==> config.mk <==
export PLATFORM = sky130hd
export DESIGN_NAME = touch_position_smoother_unit
export DESIGN_NICKNAME = d
export VERILOG_FILES = /design/src/hw/rtl/tps_pkg.sv /design/src/hw/rtl/tps_serial_mul.sv /design/src/hw/rtl/tps_engine.sv /design/src/hw/rtl/touch_position_smoother_unit.sv
export VERILOG_INCLUDE_DIRS = /design/src /design/src/hw/rtl
export SDC_FILE = /design/constraint.sdc
export NUM_CORES = 2
export LEC_CHECK = 0
export BUFFER_PORTS_ARGS = -buffer_cell sky130_fd_sc_hd__buf_2
export CAP_MARGIN = 30
export CORE_UTILIZATION = 30
export DETAILED_ROUTE_END_ITERATION = 12
export PLACE_DENSITY = 0.53
export SYNTH_ARGS = -nofsm -noshare
export SYNTH_HDL_FRONTEND = slang
export SYNTH_SLANG_ARGS = --single-unit
==> constraint.sdc <==
create_clock -name clk -period 17.2 [get_ports clk]
set_input_delay 0.86 -clock clk [delete_from_list [all_inputs] [get_ports clk]]
set_output_delay 0.86 -clock clk [all_outputs]
set_load 0.02 [all_outputs]
==> src/hw/rtl/touch_position_smoother_unit_defines.svh <==
// ----------------------------------------------------------------------------
// Touch position smoother assertion macros
// Concurrent assertion wrappers; define NO_ASSERTIONS to compile them away.
// ----------------------------------------------------------------------------
`ifndef TOUCH_POSITION_SMOOTHER_UNIT_DEFINES_SVH
`define TOUCH_POSITION_SMOOTHER_UNIT_DEFINES_SVH

`ifndef NO_ASSERTIONS

// same-cycle implication, checked out of reset
`define TPS_ASSERT_IMPL(name, ante, cons, msg) \
  name: assert property (@(posedge clk) disable iff (rst) (ante) |-> (cons)) \
    else $error(msg);

// next-cycle implication, checked out of reset
`define TPS_ASSERT_NEXT(name, ante, cons, msg) \
  name: assert property (@(posedge clk) disable iff (rst) (ante) |=> (cons)) \
    else $error(msg);

`else

`define TPS_ASSERT_IMPL(name, ante, cons, msg)
`define TPS_ASSERT_NEXT(name, ante, cons, msg)

`endif

`endif

==> src/hw/rtl/tps_pkg.sv <==
// ----------------------------------------------------------------------------
// Touch position smoother package
// Field widths, command and mode codes, register indexes and item structs.
// ----------------------------------------------------------------------------
`default_nettype none

package tps_pkg;

  // coordinate and field widths
  localparam int COORD_W = 20;
  localparam int DIFF_W  = COORD_W + 1;
  localparam int RATIO_W = 16;
  localparam int GAIN_W  = 16;
  localparam int TILT_W  = 16;
  localparam int CFG_W   = 20;
  localparam int IDX_W   = 2;

  // step arithmetic: k = gain*|tilt| >> 15, m = |d|*ratio >> 8, mv = m*scale >> 24
  localparam int K_SHIFT = 15;
  localparam int K_W     = 16;
  localparam int M_SHIFT = 8;
  localparam int M_W     = COORD_W + RATIO_W - M_SHIFT;
  localparam int SCALE_W = 17;
  localparam int V_SHIFT = 24;
  localparam int MV_W    = M_W + SCALE_W - V_SHIFT;
  localparam logic [SCALE_W-1:0] SCALE_ONE = SCALE_W'(1) << 16;

  // serial multiplier operand widths
  localparam int MUL_A_W = M_W;
  localparam int MUL_B_W = COORD_W;
  localparam int MUL_P_W = MUL_A_W + MUL_B_W;

  // command codes
  localparam logic [1:0] CMD_SET     = 2'd0;
  localparam logic [1:0] CMD_RELEASE = 2'd1;
  localparam logic [1:0] CMD_TICK    = 2'd2;

  // mode codes
  localparam logic [1:0] MODE_OFF     = 2'd0;
  localparam logic [1:0] MODE_INTERP  = 2'd1;
  localparam logic [1:0] MODE_MATCHED = 2'd2;
  localparam logic [1:0] MODE_RELEASE = 2'd3;

  // register indexes
  localparam logic [IDX_W-1:0] REG_STEP_RATIO = 2'd0;
  localparam logic [IDX_W-1:0] REG_FORCE_GAIN = 2'd1;
  localparam logic [IDX_W-1:0] REG_NEAR_THR   = 2'd2;

  // register reset values
  localparam logic [RATIO_W-1:0] RATIO_RST  = 16'd13107;
  localparam logic [GAIN_W-1:0]  GAIN_RST   = 16'd6554;
  localparam logic [COORD_W-1:0] THRESH_RST = 20'd256;

  typedef struct packed {
    logic [1:0]                cmd;
    logic [COORD_W-1:0]        new_x;
    logic [COORD_W-1:0]        new_y;
    logic [COORD_W-1:0]        goal_x;
    logic [COORD_W-1:0]        goal_y;
    logic signed [TILT_W-1:0]  tilt_x;
    logic signed [TILT_W-1:0]  tilt_y;
  } tps_cmd_t;

  typedef struct packed {
    logic [1:0]         mode;
    logic [COORD_W-1:0] smooth_x;
    logic [COORD_W-1:0] smooth_y;
    logic [COORD_W-1:0] target_x;
    logic [COORD_W-1:0] target_y;
  } tps_res_t;

  typedef struct packed {
    logic [RATIO_W-1:0] step_ratio;
    logic [GAIN_W-1:0]  force_gain;
    logic [COORD_W-1:0] near_threshold;
  } tps_cfg_t;

endpackage

`default_nettype wire

==> src/hw/rtl/tps_serial_mul.sv <==
// ----------------------------------------------------------------------------
// Touch position smoother serial multiplier
// Shift-add unsigned multiplier, one multiplier bit per cycle, stops early
// once the remaining multiplier bits are all zero.
// ----------------------------------------------------------------------------
`default_nettype none

module tps_serial_mul (
  input  wire                           clk,
  input  wire                           rst,
  input  wire                           start,
  input  wire [tps_pkg::MUL_A_W-1:0]    a_in,
  input  wire [tps_pkg::MUL_B_W-1:0]    b_in,
  output logic                          busy,
  output logic [tps_pkg::MUL_P_W-1:0]   prod
);
  import tps_pkg::*;

  logic [MUL_P_W-1:0] mcand;
  logic [MUL_B_W-1:0] mplier;

  // busy flag: runs while multiplier bits remain
  always_ff @(posedge clk) begin
    if (rst) begin
      busy <= 1'b0;
    end else if (start) begin
      busy <= |b_in;
    end else if (busy) begin
      busy <= |mplier[MUL_B_W-1:1];
    end
  end

  // operand shifters and accumulator
  always_ff @(posedge clk) begin
    if (start) begin
      mcand  <= MUL_P_W'(a_in);
      mplier <= b_in;
      prod   <= '0;
    end else if (busy) begin
      if (mplier[0]) begin
        prod <= prod + mcand;
      end
      mcand  <= mcand << 1;
      mplier <= mplier >> 1;
    end
  end

endmodule

`default_nettype wire

==> src/hw/rtl/tps_engine.sv <==
// ----------------------------------------------------------------------------
// Touch position smoother engine
// Holds touch point, smoothed point and mode; sequences the per-axis step and
// the nearness test through one shared serial multiplier.
// ----------------------------------------------------------------------------
`default_nettype none

module tps_engine (
  input  wire                   clk,
  input  wire                   rst,
  input  tps_pkg::tps_cfg_t     cfg,
  input  wire                   start,
  input  tps_pkg::tps_cmd_t     item,
  output logic                  ready,
  output logic                  res_valid,
  input  wire                   res_take,
  output tps_pkg::tps_res_t     res
);
  import tps_pkg::*;

  // sequencer states
  localparam logic [3:0] S_IDLE  = 4'd0;
  localparam logic [3:0] S_MV_K  = 4'd1;
  localparam logic [3:0] S_MV_KW = 4'd2;
  localparam logic [3:0] S_MV_MW = 4'd3;
  localparam logic [3:0] S_MV_VW = 4'd4;
  localparam logic [3:0] S_NR_X  = 4'd5;
  localparam logic [3:0] S_NR_XW = 4'd6;
  localparam logic [3:0] S_NR_YW = 4'd7;
  localparam logic [3:0] S_NR_TW = 4'd8;
  localparam logic [3:0] S_FIN   = 4'd9;
  localparam logic [3:0] S_DONE  = 4'd10;

  logic [3:0]          state;
  logic [1:0]          phase;
  logic [COORD_W-1:0]  touch_x, touch_y, filt_x, filt_y, tgt_x, tgt_y;
  logic [TILT_W-1:0]   tilt_x, tilt_y;
  logic                axis, is_tick, near_flag, d_neg, same;
  logic [COORD_W-1:0]  dm;
  logic [SCALE_W-1:0]  scale;
  logic [2*COORD_W:0]  sq_sum;

  logic                mul_start, mul_busy;
  logic [MUL_A_W-1:0]  mul_a;
  logic [MUL_B_W-1:0]  mul_b;
  logic [MUL_P_W-1:0]  mul_prod;
  logic                mul_done;

  // current axis operands
  logic [COORD_W-1:0]  cur_pos, cur_tgt;
  logic [TILT_W-1:0]   cur_tilt, tilt_mag;
  logic [DIFF_W-1:0]   diff, diff_abs;
  logic                diff_neg, tilt_neg, tilt_pos, same_next;
  logic [K_W-1:0]      k_val;
  logic [SCALE_W-1:0]  scale_next;
  logic [M_W-1:0]      m_val;
  logic [MV_W-1:0]     mv_val;
  logic [COORD_W+1:0]  up_sum;
  logic [COORD_W-1:0]  up_pos, dn_pos, new_pos;

  // nearness operands
  logic [DIFF_W-1:0]   ddx, ddy;
  logic [COORD_W-1:0]  dx, dy;
  logic                far;

  tps_serial_mul u_mul (
    .clk   (clk),
    .rst   (rst),
    .start (mul_start),
    .a_in  (mul_a),
    .b_in  (mul_b),
    .busy  (mul_busy),
    .prod  (mul_prod)
  );

  assign mul_done = !mul_busy;

  // axis step datapath
  always_comb begin
    cur_pos   = axis ? filt_y : filt_x;
    cur_tgt   = axis ? tgt_y  : tgt_x;
    cur_tilt  = axis ? tilt_y : tilt_x;
    diff      = {1'b0, cur_tgt} - {1'b0, cur_pos};
    diff_neg  = diff[DIFF_W-1];
    diff_abs  = diff_neg ? (~diff + 1'b1) : diff;
    tilt_neg  = cur_tilt[TILT_W-1];
    tilt_mag  = tilt_neg ? (~cur_tilt + 1'b1) : cur_tilt;
    tilt_pos  = !tilt_neg && (|cur_tilt);
    same_next = (!diff_neg && (|diff) && tilt_pos) || (diff_neg && tilt_neg);
    k_val      = mul_prod[K_SHIFT +: K_W];
    scale_next = same ? (SCALE_ONE + SCALE_W'(k_val)) : (SCALE_ONE - SCALE_W'(k_val));
    m_val      = mul_prod[M_SHIFT +: M_W];
    mv_val     = mul_prod[V_SHIFT +: MV_W];
    // saturate at both ends of the coordinate range
    up_sum = {2'b00, cur_pos} + (COORD_W+2)'(mv_val);
    up_pos = (|up_sum[COORD_W+1:COORD_W]) ? {COORD_W{1'b1}} : up_sum[COORD_W-1:0];
    dn_pos = (mv_val > MV_W'(cur_pos)) ? '0 : (cur_pos - mv_val[COORD_W-1:0]);
    new_pos = d_neg ? dn_pos : up_pos;
  end

  // distance per axis against the target
  always_comb begin
    ddx = {1'b0, tgt_x} - {1'b0, filt_x};
    ddy = {1'b0, tgt_y} - {1'b0, filt_y};
    dx  = ddx[DIFF_W-1] ? COORD_W'(~ddx + 1'b1) : ddx[COORD_W-1:0];
    dy  = ddy[DIFF_W-1] ? COORD_W'(~ddy + 1'b1) : ddy[COORD_W-1:0];
    far = (dx >= cfg.near_threshold) || (dy >= cfg.near_threshold);
  end

  // multiplier launches
  always_comb begin
    mul_start = 1'b0;
    mul_a     = '0;
    mul_b     = '0;
    unique case (state)
      S_MV_K: begin
        mul_start = 1'b1;
        mul_a     = MUL_A_W'(cfg.force_gain);
        mul_b     = MUL_B_W'(tilt_mag);
      end
      S_MV_KW: begin
        mul_start = mul_done;
        mul_a     = MUL_A_W'(dm);
        mul_b     = MUL_B_W'(cfg.step_ratio);
      end
      S_MV_MW: begin
        mul_start = mul_done;
        mul_a     = m_val;
        mul_b     = MUL_B_W'(scale);
      end
      S_NR_X: begin
        mul_start = !far;
        mul_a     = MUL_A_W'(dx);
        mul_b     = dx;
      end
      S_NR_XW: begin
        mul_start = mul_done;
        mul_a     = MUL_A_W'(dy);
        mul_b     = dy;
      end
      S_NR_YW: begin
        mul_start = mul_done;
        mul_a     = MUL_A_W'(cfg.near_threshold);
        mul_b     = cfg.near_threshold;
      end
      default: begin
        mul_start = 1'b0;
      end
    endcase
  end

  // sequencer and state
  always_ff @(posedge clk) begin
    if (rst) begin
      state   <= S_IDLE;
      phase   <= MODE_OFF;
      touch_x <= '0;
      touch_y <= '0;
      filt_x  <= '0;
      filt_y  <= '0;
    end else begin
      unique case (state)
        S_IDLE: begin
          if (start) begin
            unique case (item.cmd)
              CMD_SET: begin
                touch_x <= item.new_x;
                touch_y <= item.new_y;
                tgt_x   <= item.new_x;
                tgt_y   <= item.new_y;
                is_tick <= 1'b0;
                state   <= S_NR_X;
              end
              CMD_RELEASE: begin
                phase <= MODE_RELEASE;
                state <= S_DONE;
              end
              CMD_TICK: begin
                if (phase == MODE_INTERP || phase == MODE_RELEASE) begin
                  tgt_x   <= (phase == MODE_RELEASE) ? item.goal_x : touch_x;
                  tgt_y   <= (phase == MODE_RELEASE) ? item.goal_y : touch_y;
                  tilt_x  <= item.tilt_x;
                  tilt_y  <= item.tilt_y;
                  axis    <= 1'b0;
                  is_tick <= 1'b1;
                  state   <= S_MV_K;
                end else begin
                  state <= S_DONE;
                end
              end
              default: begin
                state <= S_DONE;
              end
            endcase
          end
        end
        S_MV_K: begin
          dm    <= diff_abs[COORD_W-1:0];
          d_neg <= diff_neg;
          same  <= same_next;
          state <= S_MV_KW;
        end
        S_MV_KW: begin
          if (mul_done) begin
            scale <= scale_next;
            state <= S_MV_MW;
          end
        end
        S_MV_MW: begin
          if (mul_done) begin
            state <= S_MV_VW;
          end
        end
        S_MV_VW: begin
          if (mul_done) begin
            if (axis) begin
              filt_y <= new_pos;
              state  <= S_NR_X;
            end else begin
              filt_x <= new_pos;
              axis   <= 1'b1;
              state  <= S_MV_K;
            end
          end
        end
        S_NR_X: begin
          if (far) begin
            near_flag <= 1'b0;
            state     <= S_FIN;
          end else begin
            state <= S_NR_XW;
          end
        end
        S_NR_XW: begin
          if (mul_done) begin
            sq_sum <= mul_prod[2*COORD_W:0];
            state  <= S_NR_YW;
          end
        end
        S_NR_YW: begin
          if (mul_done) begin
            sq_sum <= sq_sum + mul_prod[2*COORD_W:0];
            state  <= S_NR_TW;
          end
        end
        S_NR_TW: begin
          if (mul_done) begin
            near_flag <= sq_sum < mul_prod[2*COORD_W:0];
            state     <= S_FIN;
          end
        end
        S_FIN: begin
          // snap on nearness; a finished release turns the block off
          if (near_flag) begin
            filt_x <= tgt_x;
            filt_y <= tgt_y;
            phase  <= (is_tick && phase == MODE_RELEASE) ? MODE_OFF : MODE_MATCHED;
          end else if (!is_tick) begin
            phase <= MODE_INTERP;
          end
          state <= S_DONE;
        end
        S_DONE: begin
          if (res_take) begin
            state <= S_IDLE;
          end
        end
        default: begin
          state <= S_IDLE;
        end
      endcase
    end
  end

  assign ready     = (state == S_IDLE);
  assign res_valid = (state == S_DONE);
  assign res       = '{mode: phase, smooth_x: filt_x, smooth_y: filt_y,
                       target_x: touch_x, target_y: touch_y};

endmodule

`default_nettype wire

==> src/hw/rtl/touch_position_smoother_unit.sv <==
// ----------------------------------------------------------------------------
// Touch position smoother unit
// Smooths a touch point toward its target per tick, with tilt bias and snap.
// ----------------------------------------------------------------------------
// One command item in gives one result item out. A release or an idle tick
// goes straight to the result; a set command runs the nearness test; a moving
// tick runs two axis steps plus the nearness test. All products go through one
// shift-add multiplier that retires one multiplier bit per cycle and stops at
// the last set bit, so small distances and forces finish sooner. The next
// command is taken once the previous result has moved into the output
// register, which can wait for the consumer independently.
`default_nettype none

`include "touch_position_smoother_unit_defines.svh"

module touch_position_smoother_unit (
  input  wire                           clk,
  input  wire                           rst,
  input  wire                           cmd_valid,
  output logic                          cmd_ready,
  input  tps_pkg::tps_cmd_t             cmd_item,
  output logic                          res_valid,
  input  wire                           res_ready,
  output tps_pkg::tps_res_t             res_item,
  input  wire                           cfg_write,
  input  wire [tps_pkg::IDX_W-1:0]      cfg_index,
  input  wire [tps_pkg::CFG_W-1:0]      cfg_data
);
  import tps_pkg::*;

  tps_cfg_t  cfg;
  tps_res_t  eng_res;
  logic      eng_ready, eng_res_valid, res_load;

  // configuration registers
  always_ff @(posedge clk) begin
    if (rst) begin
      cfg.step_ratio     <= RATIO_RST;
      cfg.force_gain     <= GAIN_RST;
      cfg.near_threshold <= THRESH_RST;
    end else if (cfg_write) begin
      unique case (cfg_index)
        REG_STEP_RATIO: cfg.step_ratio     <= cfg_data[RATIO_W-1:0];
        REG_FORCE_GAIN: cfg.force_gain     <= cfg_data[GAIN_W-1:0];
        REG_NEAR_THR:   cfg.near_threshold <= cfg_data[COORD_W-1:0];
        default: ;
      endcase
    end
  end

  tps_engine u_engine (
    .clk       (clk),
    .rst       (rst),
    .cfg       (cfg),
    .start     (cmd_valid && cmd_ready),
    .item      (cmd_item),
    .ready     (eng_ready),
    .res_valid (eng_res_valid),
    .res_take  (res_load),
    .res       (eng_res)
  );

  assign cmd_ready = eng_ready;

  // output register: loads when empty or being drained
  assign res_load = eng_res_valid && (!res_valid || res_ready);

  always_ff @(posedge clk) begin
    if (rst) begin
      res_valid <= 1'b0;
    end else if (res_load) begin
      res_valid <= 1'b1;
    end else if (res_ready) begin
      res_valid <= 1'b0;
    end
  end

  always_ff @(posedge clk) begin
    if (res_load) begin
      res_item <= eng_res;
    end
  end

  // checks
  `TPS_ASSERT_NEXT(a_busy_after_accept, cmd_valid && cmd_ready, !cmd_ready, "engine still ready after taking an item")
  `TPS_ASSERT_NEXT(a_result_held, eng_res_valid && !res_load, eng_res_valid, "pending result dropped")
  `TPS_ASSERT_NEXT(a_result_loaded, res_load, res_valid, "loaded result not presented")
  `TPS_ASSERT_IMPL(a_no_accept_pending, eng_res_valid, !cmd_ready, "item taken while a result is pending")

endmodule

`default_nettype wire
==> results.cfg <==
[floorplan]
start_util_pct = 30.3
ios = 225
die_h_um = 333
die_w_um = 333
fp.coreArea_um2 = 109000
rows = 121
dieArea_um2 = 111000

[synthesis]
synthTopCellsByArea = edfxtp_1, dfxtp_1, ha_1
synthAdderAreaFrac_pct = 11.4
ys_types = 88
ys_seq_elements = 487
synth_edf_count = 285
yosysTopAreaCell = edfxtp_1
syn_area_per_cell_um2 = 8.76
yosysTopAreaCellShare_pct = 26.0
yosysSeqAreaShare_pct = 38.2
synth_cells = 3761
synth_top_family_by_area = compound AO/OA/AOI/OAI gates
yosys.area_share.xor_xnor_pct = 5.37
async_reset_ff_share_pct = 0
ys.flop_type = edfxtp_1
synth_nets = 4199
synthMuxAreaShare_pct = 3.03
netlist_area_um2 = 33000
synth_compound_area_share_pct = 20.8
ys_warn_count = 0
synth_simple_gate_area_share_pct = 16.5

[timing]
clock_skew_ns = 0.0348
fmax_mhz = 139
period_minus_slack_ns = 7.19
maxSlewHeadroom_pct = 26.3
tns_ns = 0
period_share_pct = 41.8
hold_violations = 0
setup_viol = 0
slew_violations = 0
rsz0062_at_grt = no
tightest_slew_ns = 1.09

[global_routing]
grt_usage_pct = 19.6
grt_pass1_vias = 26700
grt_pass1_wl_um = 169000
antenna_found_initial = 5
grt_overflow_total = 0
grt_start_max_net_pins = 82

[clock_network]
htree_levels = 2
cts_buffer_depth = 3
cts_sinks = 487
path_clk_slew_ns = 0.06
cts_resized = 0
cts_made_buffers = 54
postCtsHoldBufs = 0
cts_root_buffer = clkbuf_16
tritoncts = built
clock_latency_ns = 0.65
cts_setup_buffers = 0

[place]
gp_congestion = 0.980
port_buffers = 224
hpwl_um = 85900

[routing]
wirelength_um = 112000
ant_nets = 0
drt_pass1_iterations = 8
vias = 28600
drt-initial-drc-count = 2645
vias_per_cell = 5.33
drc = 0
wl_per_cell_um = 20.8

[power]
leakage_uw = 0.0148
power_uw = 5730
ir_worst_vdd_v = 0.000104
power_density_nw_per_um2 = 153

[critical_path]
cpPeakStageDelay_ns = 0.76
slowest_stage = buf_4
crit_type = flop to flop
crit_chain = inv_1 > ha_1 > fa_1 > nor2b_1 > o2111ai_1 > a31o_2 > o21ai_0 > xor2_1 > nor4_1 > nand4_1 > o21ai_0 > xnor2_1 > ha_1 > a21o_1 > a211oi_1 > o2111ai_1 > a41o_1 > nand2_1 > a31oi_1 > nor2_4 > buf_4 > buf_4 > o21ai_0
cp-end-kind = flop
cpMostUsedCell = o21ai_0
worstPathRequired_ns = 17.55
cp-start-kind = flop
cp_data_arrival_time_ns = 7.54
path_max_fanout = 77

[status]
outcome = completed

[hold_path]
hp-class = input pin to flop

[finish]
final_common_cell = nand2_1
num-fill-cells = 11300
areaGrowthSynthToFinish_pct = 13.9
nets = 4353
layout_common_cells = nand2_1, a21oi_1, nor2_1, ha_1, edfxtp_1
drive_gt1_share_pct = 10.9

[job]
cap_violations = 0
[cells by family (layout without fill, tap and decap cells)]
logic type	count (synthesis)	in the layout
simple gates	1193	1193
other cells	0	3
fa+ha+maj	297	297
compound gates	1084	1084
flops	487	487
mux	97	97
xor+xnor	202	202
buf+inv	401	601
[critical path, delay by kind of cell, from the launching register on]
family / cells / cell delay, ns
buffers and inverters: 3 / 1.40
adder cells (fa/ha/maj): 3 / 0.98
AND/OR/NAND/NOR: 5 / 1.18
AO/OA/AOI/OAI: 10 / 2.46
flip-flops: 1 / 0.36
XOR/XNOR: 2 / 0.44
[area by class of cell]
| cell class | count | area (um^2) | area share (%) |
|---|---|---|---|
| tap | 1414 | 1770 | 4.72 |
| inverter | 228 | 856 | 2.28 |
| timing repair buffer | 271 | 1480 | 3.95 |
| antenna | 3 | 7.51 | 0.0200 |
| clock inverter | 19 | 270 | 0.720 |
| clock buffer | 83 | 1600 | 4.28 |
| sequential | 487 | 12600 | 33.6 |
| multi-input combinational | 2873 | 18900 | 50.4 |
[cell usage after synthesis (all sizes together) (14+ instances only)]
| cell | n |
|---|---|
| a222oi | 19 |
| ha | 290 |
| nor2 | 316 |
| o211ai | 14 |
| or2 | 19 |
| inv | 227 |
| a221oi | 33 |
| and2 | 17 |
| nand4 | 20 |
| nand2 | 468 |
| o2111ai | 15 |
| nor4 | 27 |
| nand3b | 24 |
| mux2 | 21 |
| buf | 15 |
| clkbuf | 158 |
| o31ai | 19 |
| or3 | 37 |
| nor3 | 85 |
| nand2b | 46 |
| o21bai | 37 |
| a21oi | 400 |
| a21o | 74 |
| a22oi | 14 |
| o21a | 37 |
| and3 | 14 |
| mux2i | 76 |
| a31oi | 47 |
| edfxtp | 285 |
| nand3 | 50 |
| nor2b | 34 |
| o32ai | 14 |
| o21ai | 219 |
| xor2 | 58 |
| a211oi | 32 |
| dfxtp | 202 |
| xnor2 | 144 |
[sequential cells by signal (all words and copies together) (netlist names), 2 cells and up]
name                   cells
u_engine.filt_y           20
u_engine.tgt_y            20
u_engine.filt_x           20
u_engine.phase             2
u_engine.u_mul.mplier     20
u_engine.sq_sum           41
u_engine.tilt_y           16
u_engine.u_mul.prod       45
u_engine.touch_x          20
u_engine.tgt_x            20
u_engine.touch_y          20
cfg                       52
u_engine.scale            17
u_engine.state             4
u_engine.u_mul.mcand      45
u_engine.dm               20
res_item                  82
u_engine.tilt_x           16
[power breakdown]
part	total, uW	switching [uW]	internal, uW
registers	1670	169	1510
logic	2810	1780	1030
clock network	1240	517	723
total	5730	2470	3260
[stage by stage]
stage | std cells | worst slack, ns | hold slack, ns | util, % | cell area, um^2
finish | 5378 | 10.01 | 0.385 | 34.5 | 37500
global route | 5375 | 9.42 | 0.369 | 34.5 | 37500
CTS | 5375 | 10.09 | 0.352 | 34.5 | 37500
detailed placement | 5273 | 10.10 | 0.418 | 32.7 | 35600
global placement | 5269 | 10.23 | 0.415 | 32.7 | 35600
floorplan | 3761 | 10.88 | 0.408 | - | 33000
[layer usage]
layer | global-route usage, % | wire (um) | share of wire [%]
met5 | 0 | 45 | 0.040
met4 | 5.71 | 3120 | 2.8
met3 | 3.50 | 7850 | 7.0
met2 | 30.4 | 48800 | 44
met1 | 27.5 | 52100 | 47
[path summary, 6_finish.rpt]
kind / endpoint / slack [ns] / cells past startpoint / from
hold reg to reg: res_item[78] / 0.42 / 0 / u_engine.filt_x[18]
setup / recovery: u_engine.u_mul.mcand[26] / 10.01 / 23 / u_engine.tgt_x[0]
setup reg to reg: u_engine.u_mul.mcand[26] / 10.01 / 23 / u_engine.tgt_x[0]
hold / removal: u_engine.tilt_y[8] / 0.39 / 1 / cmd_item[8]
Power figures use the tool's default switching activity.
